<file path="src/ustr_pkg.sv">
// Shared types and constants for the UTF-8 stream decoder.
package ustr_pkg;

  localparam int unsigned COUNT_BITS = 16;
  localparam int unsigned MAX_W      = 16;
  localparam int unsigned CMP_W      = (COUNT_BITS > MAX_W) ? COUNT_BITS : MAX_W;
  localparam int unsigned CP_W       = 21;
  localparam int unsigned FIFO_DEPTH = 4;
  localparam int unsigned PTR_W      = $clog2(FIFO_DEPTH);
  localparam int unsigned FCNT_W     = $clog2(FIFO_DEPTH + 1);

  typedef logic [COUNT_BITS-1:0] count_t;
  typedef logic [MAX_W-1:0]      max_t;
  typedef logic [CMP_W-1:0]      cmp_t;
  typedef logic [CP_W-1:0]       cp_t;

  localparam logic [7:0] NulByte    = 8'h00;
  localparam logic [7:0] AsciiLimit = 8'h80;
  localparam logic [7:0] Lead2Mask  = 8'h1F;
  localparam logic [7:0] Lead3Mask  = 8'h0F;
  localparam logic [7:0] Lead4Mask  = 8'h07;
  localparam logic [7:0] ContMask   = 8'h3F;
  localparam max_t       MaxReset   = 16'hFFFF;

  typedef struct packed {
    cp_t  code_point;
    logic bad_sequence;
    logic end_of_string;
    logic terminator_fits;
  } ustr_res_t;

  // Up to two results produced by one input byte; num counts them.
  typedef struct packed {
    logic [1:0] num;
    ustr_res_t  res0;
    ustr_res_t  res1;
  } ustr_step_t;

endpackage

</file>
<file path="src/ustr_step.sv">
// Next-state and result logic for one input byte of the decoder.
module ustr_step (
  input  logic [7:0]             in_byte_i,
  input  logic [1:0]             rem_i,
  input  ustr_pkg::cp_t          pv_i,
  input  ustr_pkg::count_t       cnt_i,
  input  ustr_pkg::max_t         max_chars_i,
  output ustr_pkg::ustr_step_t   step_o,
  output logic [1:0]             rem_o,
  output ustr_pkg::cp_t          pv_o,
  output ustr_pkg::count_t       cnt_o
);
  import ustr_pkg::*;

  localparam count_t CountCap = '1;

  count_t cnt_bump;
  logic   cap_hit;
  cp_t    pv_shift;
  logic [1:0] rem_dec;

  always_comb begin
    cnt_bump = (cnt_i == CountCap) ? cnt_i : cnt_i + count_t'(1);
    cap_hit  = cmp_t'(cnt_i) >= cmp_t'(max_chars_i);
    pv_shift = {pv_i[CP_W-7:0], in_byte_i[5:0] & ContMask[5:0]};
    rem_dec  = rem_i - 2'd1;

    step_o = '0;
    rem_o  = rem_i;
    pv_o   = pv_i;
    cnt_o  = cnt_i;

    if (in_byte_i == NulByte) begin
      // The terminator closes the string; an open sequence is reported first.
      if (rem_i != 2'd0) begin
        step_o.num                   = 2'd2;
        step_o.res0.bad_sequence     = 1'b1;
        step_o.res1.end_of_string    = 1'b1;
        step_o.res1.terminator_fits  = cmp_t'(cnt_bump) < cmp_t'(max_chars_i);
      end else begin
        step_o.num                   = 2'd1;
        step_o.res0.end_of_string    = 1'b1;
        step_o.res0.terminator_fits  = ~cap_hit;
      end
      rem_o = 2'd0;
      pv_o  = '0;
      cnt_o = '0;
    end else if (rem_i != 2'd0) begin
      rem_o = rem_dec;
      if (rem_dec == 2'd0) begin
        step_o.num             = 2'd1;
        step_o.res0.code_point = pv_shift;
        cnt_o                  = cnt_bump;
        pv_o                   = '0;
      end else begin
        pv_o = pv_shift;
      end
    end else if (!cap_hit) begin
      priority if (in_byte_i < AsciiLimit) begin
        step_o.num             = 2'd1;
        step_o.res0.code_point = cp_t'(in_byte_i);
        cnt_o                  = cnt_bump;
      end else if (in_byte_i[7:5] == 3'b110) begin
        pv_o  = cp_t'(in_byte_i & Lead2Mask);
        rem_o = 2'd1;
      end else if (in_byte_i[7:4] == 4'b1110) begin
        pv_o  = cp_t'(in_byte_i & Lead3Mask);
        rem_o = 2'd2;
      end else if (in_byte_i[7:3] == 5'b11110) begin
        pv_o  = cp_t'(in_byte_i & Lead4Mask);
        rem_o = 2'd3;
      end else begin
        // Stray continuation byte or a lead byte for five or more bytes.
        step_o.num               = 2'd1;
        step_o.res0.bad_sequence = 1'b1;
        cnt_o                    = cnt_bump;
      end
    end
  end

endmodule

</file>
<file path="src/ustr_fifo.sv">
// Small result queue taking up to two results per cycle and giving one.
module ustr_fifo (
  input  logic                 clk_i,
  input  logic                 rst_ni,
  input  logic [1:0]           wr_num_i,
  input  ustr_pkg::ustr_res_t  wr0_i,
  input  ustr_pkg::ustr_res_t  wr1_i,
  input  logic                 rd_i,
  output logic                 valid_o,
  output ustr_pkg::ustr_res_t  data_o,
  output logic                 space2_o
);
  import ustr_pkg::*;

  ustr_res_t         mem_q [FIFO_DEPTH];
  logic [PTR_W-1:0]  wr_ptr_q, wr_ptr_d;
  logic [PTR_W-1:0]  rd_ptr_q, rd_ptr_d;
  logic [FCNT_W-1:0] cnt_q, cnt_d;
  logic [PTR_W-1:0]  wr_ptr_next;

  always_comb begin
    wr_ptr_next = wr_ptr_q + PTR_W'(1);
    wr_ptr_d    = wr_ptr_q + PTR_W'(wr_num_i);
    rd_ptr_d    = rd_ptr_q + PTR_W'(rd_i);
    cnt_d       = cnt_q + FCNT_W'(wr_num_i) - FCNT_W'(rd_i);
  end

  always_ff @(posedge clk_i) begin
    if (wr_num_i != 2'd0) begin
      mem_q[wr_ptr_q] <= wr0_i;
    end
    if (wr_num_i == 2'd2) begin
      mem_q[wr_ptr_next] <= wr1_i;
    end
  end

  always_ff @(posedge clk_i or negedge rst_ni) begin
    if (!rst_ni) begin
      wr_ptr_q <= '0;
      rd_ptr_q <= '0;
      cnt_q    <= '0;
    end else begin
      wr_ptr_q <= wr_ptr_d;
      rd_ptr_q <= rd_ptr_d;
      cnt_q    <= cnt_d;
    end
  end

  assign valid_o  = cnt_q != '0;
  assign data_o   = mem_q[rd_ptr_q];
  assign space2_o = cnt_q <= FCNT_W'(FIFO_DEPTH - 2);

endmodule

</file>
<file path="src/utf8_stream_decoder.sv">
// Top level of the UTF-8 byte stream to code point decoder.
// Each result is registered in the result queue and offered from its head.
// Throughput: one byte per cycle while the result queue has room for two results;
// a zero byte that cuts an open sequence yields two results.
// Reset: asynchronous, active low; clears decode state and the result queue and
// sets max_chars to 65535.
module utf8_stream_decoder (
  input  logic        clk_i,
  input  logic        rst_ni,
  // Configuration: max_chars.
  input  logic        cfg_wen_i,
  input  logic [15:0] cfg_wdata_i,
  // Input stream.
  input  logic        s_axis_tvalid,
  output logic        s_axis_tready,
  input  logic [7:0]  s_axis_tdata,   // [7:0] in_byte
  // Result stream.
  output logic        m_axis_tvalid,
  input  logic        m_axis_tready,
  output logic [23:0] m_axis_tdata,   // [20:0] code_point, [23:21] zero
  output logic [1:0]  m_axis_tuser,   // [0] bad_sequence, [1] terminator_fits
  output logic        m_axis_tlast    // end_of_string
);
  import ustr_pkg::*;

  // Decode state: bytes still expected, the value built so far, and the
  // number of characters given for the current string.
  logic [1:0] rem_q, rem_d;
  cp_t        pv_q, pv_d;
  count_t     cnt_q, cnt_d;
  max_t       max_chars_q;

  ustr_step_t step;
  ustr_res_t  head;
  logic       in_acc;
  logic       out_acc;
  logic       space2;

  // A request is taken whenever the queue has room for the two results the
  // worst-case byte can produce; this depends only on registered state.
  assign s_axis_tready = space2;
  assign in_acc        = s_axis_tvalid & s_axis_tready;
  assign out_acc       = m_axis_tvalid & m_axis_tready;

  ustr_step u_step (
    .in_byte_i   (s_axis_tdata),
    .rem_i       (rem_q),
    .pv_i        (pv_q),
    .cnt_i       (cnt_q),
    .max_chars_i (max_chars_q),
    .step_o      (step),
    .rem_o       (rem_d),
    .pv_o        (pv_d),
    .cnt_o       (cnt_d)
  );

  ustr_fifo u_fifo (
    .clk_i    (clk_i),
    .rst_ni   (rst_ni),
    .wr_num_i (in_acc ? step.num : 2'd0),
    .wr0_i    (step.res0),
    .wr1_i    (step.res1),
    .rd_i     (out_acc),
    .valid_o  (m_axis_tvalid),
    .data_o   (head),
    .space2_o (space2)
  );

  // State only moves on an accepted byte.
  always_ff @(posedge clk_i or negedge rst_ni) begin
    if (!rst_ni) begin
      rem_q <= '0;
      pv_q  <= '0;
      cnt_q <= '0;
    end else if (in_acc) begin
      rem_q <= rem_d;
      pv_q  <= pv_d;
      cnt_q <= cnt_d;
    end
  end

  always_ff @(posedge clk_i or negedge rst_ni) begin
    if (!rst_ni) begin
      max_chars_q <= MaxReset;
    end else if (cfg_wen_i) begin
      max_chars_q <= cfg_wdata_i;
    end
  end

  assign m_axis_tdata = {3'b000, head.code_point};
  assign m_axis_tuser = {head.terminator_fits, head.bad_sequence};
  assign m_axis_tlast = head.end_of_string;

endmodule
</file>
<file path="config.mk">
export PLATFORM = sky130hd
export DESIGN_NAME = utf8_stream_decoder
export DESIGN_NICKNAME = d
export VERILOG_FILES = /design/src/ustr_pkg.sv /design/src/ustr_step.sv /design/src/ustr_fifo.sv /design/src/utf8_stream_decoder.sv
export SDC_FILE = /design/constraint.sdc
export NUM_CORES = 1
export LEC_CHECK = 0
export BUFFER_PORTS_ARGS = -buffer_cell sky130_fd_sc_hd__clkbuf_2
export CORE_AREA = 2 2 130 132
export CTS_CLUSTER_SIZE = 14
export DETAILED_ROUTE_END_ITERATION = 8
export DIE_AREA = 0 0 132 134
export GPL_TIMING_DRIVEN = 0
export PLACE_DENSITY = 0.7
export SLEW_MARGIN = 20
export SYNTH_ARGS = -nofsm -noshare
export SYNTH_HDL_FRONTEND = slang
export SYNTH_SLANG_ARGS = --single-unit
</file>
<file path="constraint.sdc">
create_clock -name clk_i -period 7.6 [get_ports clk_i]
set_clock_uncertainty 0.2 [all_clocks]
set_input_delay 0.38 -clock clk_i [delete_from_list [all_inputs] [get_ports clk_i]]
set_output_delay 0.38 -clock clk_i [all_outputs]
set_load 0.01 [all_outputs]
</file>
== Word level (Yosys, flattened, before mapping) ==
Memories as Yosys holds them, arrays and structs flattened.
Index checks and enable logic that the tools add are counted.
Widths: inputs -> output; s select.
Word-level totals
  register bits after elaboration: 56
  memory bits (writable): 96
  input bits: 29
  output and inout bits: 29
  word-level logic and storage cells: 92
  memories kept: 1
Memories
  u_fifo.mem_q: words 4, width 24, rd ports 1, clocked after memory_dff 0, write ports 2, RTL line ustr_fifo.sv:15  | ustr_res_t mem_q [FIFO_DEPTH];
Cells by class
  add/sub/neg operators: 7
  magnitude comparators: 4
  equality and inequality tests: 11
  muxes and demuxes: 51
  bitwise gates (word level): 3
  reduce and logical (&&, ||, !) cells: 8
Operators by type and width (number)
  $mux 16: 9
  $mux 15: 8
  $mux 2: 17
  $mux 24: 1
  $mux 23: 1
  $mux 22: 1
  $mux 21: 1
  $add 16x1->16 const B: 1
  $eq 16x16->1 const B: 1
  $ge 16x16->1: 1
  $lt 16x16->1: 1
  $mux 1: 12
  $ne 4x1->1 const B: 3
  $logic_not 8->1: 1
  $lt 8x8->1 const B: 1
  $mux 8: 1
  $reduce_and 6->1: 1
  $eq 5x5->1 const B: 1
  $reduce_bool 5->1: 1
  $eq 4x4->1 const B: 1
  $reduce_and 4->1: 1
  $reduce_bool 2->1: 2
  $add 3x2->3: 1
  $eq 3x3->1 const B: 1
  14 further kinds: 15

== Depth between registers and ports, before layout ==
  depth after elaboration: 12
  depth in mapped cells: 14
  gate-level depth less buffers: 13

== Hierarchy ==
From an unflattened synthesis, not the netlist that was laid out.
Second synthesis, totals
  cells, all modules: 712
  area total of the unflattened synthesis: 9459.1 µm²
Modules (own cells, without submodules)
  ustr_fifo: instances 1, cells an instance 273, area an instance 5124.9 µm², seq. area each 3057.9 µm²
  ustr_step: instances 1, cells an instance 315, area an instance 2189.6 µm², seq. area each 0.0 µm²
  utf8_stream_decoder: instances 1, cells an instance 124, area an instance 2144.6 µm², seq. area each 1396.3 µm²

== Least setup slack after synthesis ==
OpenSTA, ideal clock, no wires.
  path kind: register -> register
  start point: register max_chars_q[13]
  end point: register u_fifo.cnt_q[2]
  setup time: 0.123 ns
  arrival time: 2.999 ns
  required time: 7.277 ns
  setup slack: 4.278 ns
  cell stages (with the launch flop): 14
  period minus slack after synthesis: 3.322 ns
  path through: dfstp_2 > inv_1 > ha_1 > nand4_1 > or2_4 > o41ai_4 > nor3_1 > a211o_1 > nand3_1 > ha_1 > inv_1 > ha_1 > fa_1 > xnor2_1
On the way
  longest elaborated chain between the ends: 7
Ends and longest elaborated chain
  start, declared: RTL line utf8_stream_decoder.sv:31  | max_t max_chars_q;
  start signal, assigned: RTL line utf8_stream_decoder.sv:84  | max_chars_q <= MaxReset;
  start signal, assigned: RTL line utf8_stream_decoder.sv:86  | max_chars_q <= cfg_wdata_i;
  $ge 16x16->1: RTL line ustr_step.sv:24  | cap_hit = cmp_t'(cnt_i) >= cmp_t'(max_chars_i);
  $mux 24: RTL line ustr_step.sv:58  | end else if (!cap_hit) begin
  $mux 23: RTL line ustr_step.sv:48  | end else if (rem_i != 2'd0) begin
  $mux 2: RTL line ustr_step.sv:33  | if (in_byte_i == NulByte) begin
  $mux 2: RTL line utf8_stream_decoder.sv:60  | .wr_num_i (in_acc ? step.num : 2'd0),
  $add 3x2->3: RTL line ustr_fifo.sv:25  | cnt_d = cnt_q + FCNT_W'(wr_num_i) - FCNT_W'(rd_i);
  $sub 3x1->3: RTL line ustr_fifo.sv:25
  net u_fifo.cnt_d[2]: RTL line ustr_fifo.sv:18  | logic [FCNT_W-1:0] cnt_q, cnt_d;
  end signal, assigned: RTL line ustr_fifo.sv:45  | cnt_q <= cnt_d;
  end, declared: RTL line ustr_fifo.sv:18
The timed path passes the listed nets, and every way through them passes these cells.
A chain may end at the register's enable or synchronous reset.

==> results.json <==
{
  "antenna_found_initial": 0,
  "synth_edf_count": 8,
  "power_uw": 2940,
  "dp_hpwl_mm": 14.7,
  "cp.required_ns": 7.64,
  "nFillCells": 1422,
  "worstSetupEndpointType": "register",
  "portBuffers": 54,
  "grt_first_pass_wirelength_mm": 33.3,
  "status": "finished, final reports clean",
  "syn_area_per_cell_um2": 10.1,
  "rows": 47,
  "overflow": 0,
  "cp-start-kind": "register",
  "slowest_delay_ns": 0.48,
  "synth_cells": 796,
  "slew_headroom_pct": 25.7,
  "fin_setup_tns_ns": 0,
  "final_cells": 1120,
  "initial_utilization_pct": 49.4,
  "cellPowerDensity_nw_per_um2": 315,
  "synth_area_um2": 8050,
  "cap_violations": 0,
  "core_um2": 16300,
  "dieWidth_um": 132,
  "cts-root-buf": "clkbuf_16",
  "tightest_slew_ns": 1.11,
  "cp_max_fo": 9,
  "seqCellArea_um2": 3420,
  "setup_viol_count_final": 0,
  "final_util_pct": 57.3,
  "rsz0062_at_grt": "false",
  "cts.sinks": 152,
  "drt_pre_antenna_iters": 5,
  "yosys_warnings": 0,
  "hold_viol_final": 0,
  "ir_drop_uv": 176,
  "via_per_inst": 5.74,
  "critPathTopFamily": "compound AO/OA/AOI/OAI gates",
  "insertion_delay_ns": 0.42,
  "drive_above_1_share_pct": 17.9,
  "post-route-period-util_pct": 54.2,
  "nets": 956,
  "vias": 6429,
  "synth_ff_type": "dfxtp_1",
  "htreeDepth": 4,
  "track_usage_pct": 24.1,
  "wl_per_cell_um": 18.1,
  "layout-area-overhead-vs-synth_pct": 16.1,
  "max_freq_mhz": 243,
  "final_common_cell": "nand2_1",
  "ys_types": 75,
  "mostFrequentLayoutCells": "nand2_1, dfxtp_1, mux2i_1",
  "dpl_worst_slack_ns": 3.54,
  "cts_buffer_depth": 2,
  "drv_slew": 0,
  "finalWorstSetupSlack_ns": 3.48,
  "diodes": 0,
  "die_area_um2": 17700,
  "yosysSeqAreaShare_pct": 42.6,
  "ys_ff_latch": 152,
  "grt_max_degree": 33,
  "multi_input_area_um2": 4220,
  "crit_type": "reg -> reg",
  "cts_tree": "done",
  "period_minus_slack_ns": 4.12,
  "grt_pass1_vias": 6491,
  "worstPathArrival_ns": 4.16,
  "die_y_um": 134,
  "detail-route-antenna-nets": 0,
  "cts_buffers": 17,
  "ios": 58,
  "drt-initial-drc-count": 424,
  "hp-class": "in -> reg",
  "routed_wl_mm": 20.3,
  "dp.cells": 1073,
  "cp_num_buf_inv": 1,
  "post_cts_buffers": 0,
  "p_leak_uw": 0.00409,
  "synth_async_sr_flop_share_pct": 36.8,
  "route.detailed.drc": 0,
  "crit_path_cell_trace": "clkbuf_1 -> nand4_1 -> nor2_1 -> nand2_1 -> nor3_1 -> mux2_2 -> ha_1 -> a21o_1 -> a2111oi_0 -> o2111ai_1 -> o32ai_1",
  "gp_congestion": 0.864,
  "clkTransAtPathRegs_ns": 0.06,
  "critical-path-slowest-cell": "a2111oi_0"
}
logic make-up (layout without fill, tap and decap cells):
logic type | after synthesis | after routing | synth area share [%]
compound gates | 154 | 154 | 13.8
other cells | 1 | 3 | 0.0466
mux | 101 | 101 | 16.3
fa+ha+maj | 38 | 38 | 6.00
simple gates | 259 | 259 | 14.8
flops | 152 | 152 | 42.6
xor+xnor | 12 | 12 | 1.31
buf+inv | 79 | 181 | 5.07
where the power goes:
part	total (uW)	internal, uW	switching [uW]
logic	996	433	563
clock network	798	454	344
registers	1150	1020	127
total	2940	1910	1030
cell type report:
cell class,count,area share [%]
Buffer,46,3.04
Timing Repair Buffer,72,4.96
Tap cell,220,2.95
Inverter,33,1.33
Sequential cell,152,36.7
Clock inverter,9,0.710
Clock buffer,21,5.17
Multi-Input combinational cell,567,45.2
layer usage:
metal  vias up  share of wire [%]  track usage [%]  routed length [um]
met4         0                2.4             9.06                 483
met1      3142                 44             30.7                8970
li1       3079                  -                -                   -
met5         -                  0                0                   0
met3        40                3.9             4.72                 789
met2       168                 50             40.7               10100
sequential cells by signal, summed over array words and instances, names as in the netlist:
name and cells:
u_fifo.rd_ptr_q 2, cnt_q 16, u_fifo.mem_q 96, max_chars_q 16, rem_q 2, pv_q 15, u_fifo.cnt_q 3, u_fifo.wr_ptr_q 2
what timing repair did:
| action | 4_1_cts | 5_1_grt |
|---|---|---|
| endpoints found under the hold margin | 40 | 0 |
| resized for setup | 0 | 0 |
| hold buffers | 17 | 0 |
synth_stat cells, types with 4 or more instances:
| library cell | instances | area share, % |
|---|---|---|
| a211oi_1 | 20 | 1.9 |
| a21o_1 | 4 | 0.37 |
| a21oi_1 | 10 | 0.62 |
| a22o_1 | 9 | 0.98 |
| a31oi_1 | 4 | 0.31 |
| and2_1 | 6 | 0.47 |
| and3_1 | 8 | 0.62 |
| buf_2 | 5 | 0.31 |
| buf_4 | 5 | 0.47 |
| buf_6 | 5 | 0.70 |
| clkbuf_1 | 26 | 1.2 |
| dfrtp_1 | 40 | 12 |
| dfstp_2 | 16 | 5.2 |
| dfxtp_1 | 88 | 22 |
| edfxtp_1 | 8 | 3.0 |
| ha_1 | 37 | 5.8 |
| inv_1 | 33 | 1.5 |
| mux2i_1 | 74 | 9.2 |
| mux4_2 | 24 | 6.7 |
| nand2_1 | 150 | 7.0 |
| nand2b_1 | 8 | 0.62 |
| nand3_1 | 13 | 0.81 |
| nand4_1 | 9 | 0.70 |
| nor2_1 | 16 | 0.75 |
| nor2b_1 | 4 | 0.31 |
| nor3_1 | 25 | 1.6 |
| nor4_1 | 4 | 0.31 |
| o21ai_0 | 42 | 2.6 |
| o21ai_2 | 4 | 0.44 |
| o22ai_1 | 12 | 0.93 |
| o2bb2ai_1 | 8 | 0.87 |
| xnor2_1 | 6 | 0.65 |
| xor2_1 | 6 | 0.65 |
stage by stage:
stage          cell area (um2)  hold slack [ns]
2_1_floorplan             8050           -0.116
3_3_place_gp              8600            0.240
3_5_place_dp              8620            0.139
4_1_cts                   9340           0.0264
5_1_grt                   9340           0.0272
6_report                  9340           0.0394
final timing paths:
kind                                     from                 end  slack [ns]  depth (start not counted)
setup / recovery                     cnt_q[3]  u_fifo.mem_q[2][0]        3.48                         11
hold / removal                s_axis_tdata[0]             pv_q[0]        0.04                          3
setup reg to reg                     cnt_q[3]  u_fifo.mem_q[2][0]        3.48                         11
hold reg to reg            u_fifo.mem_q[2][6]  u_fifo.mem_q[2][6]        0.25                          2
max in group asynchronous              rst_ni             pv_q[1]        6.49                          3
min in group asynchronous              rst_ni            cnt_q[3]        0.23                          2
tightest hold or removal path, stage by stage:
cell and delay (ns):
clkbuf_2 0.12, nand2_1 0.06, mux2i_1 0.06
(Power assumes the default switching activity.)
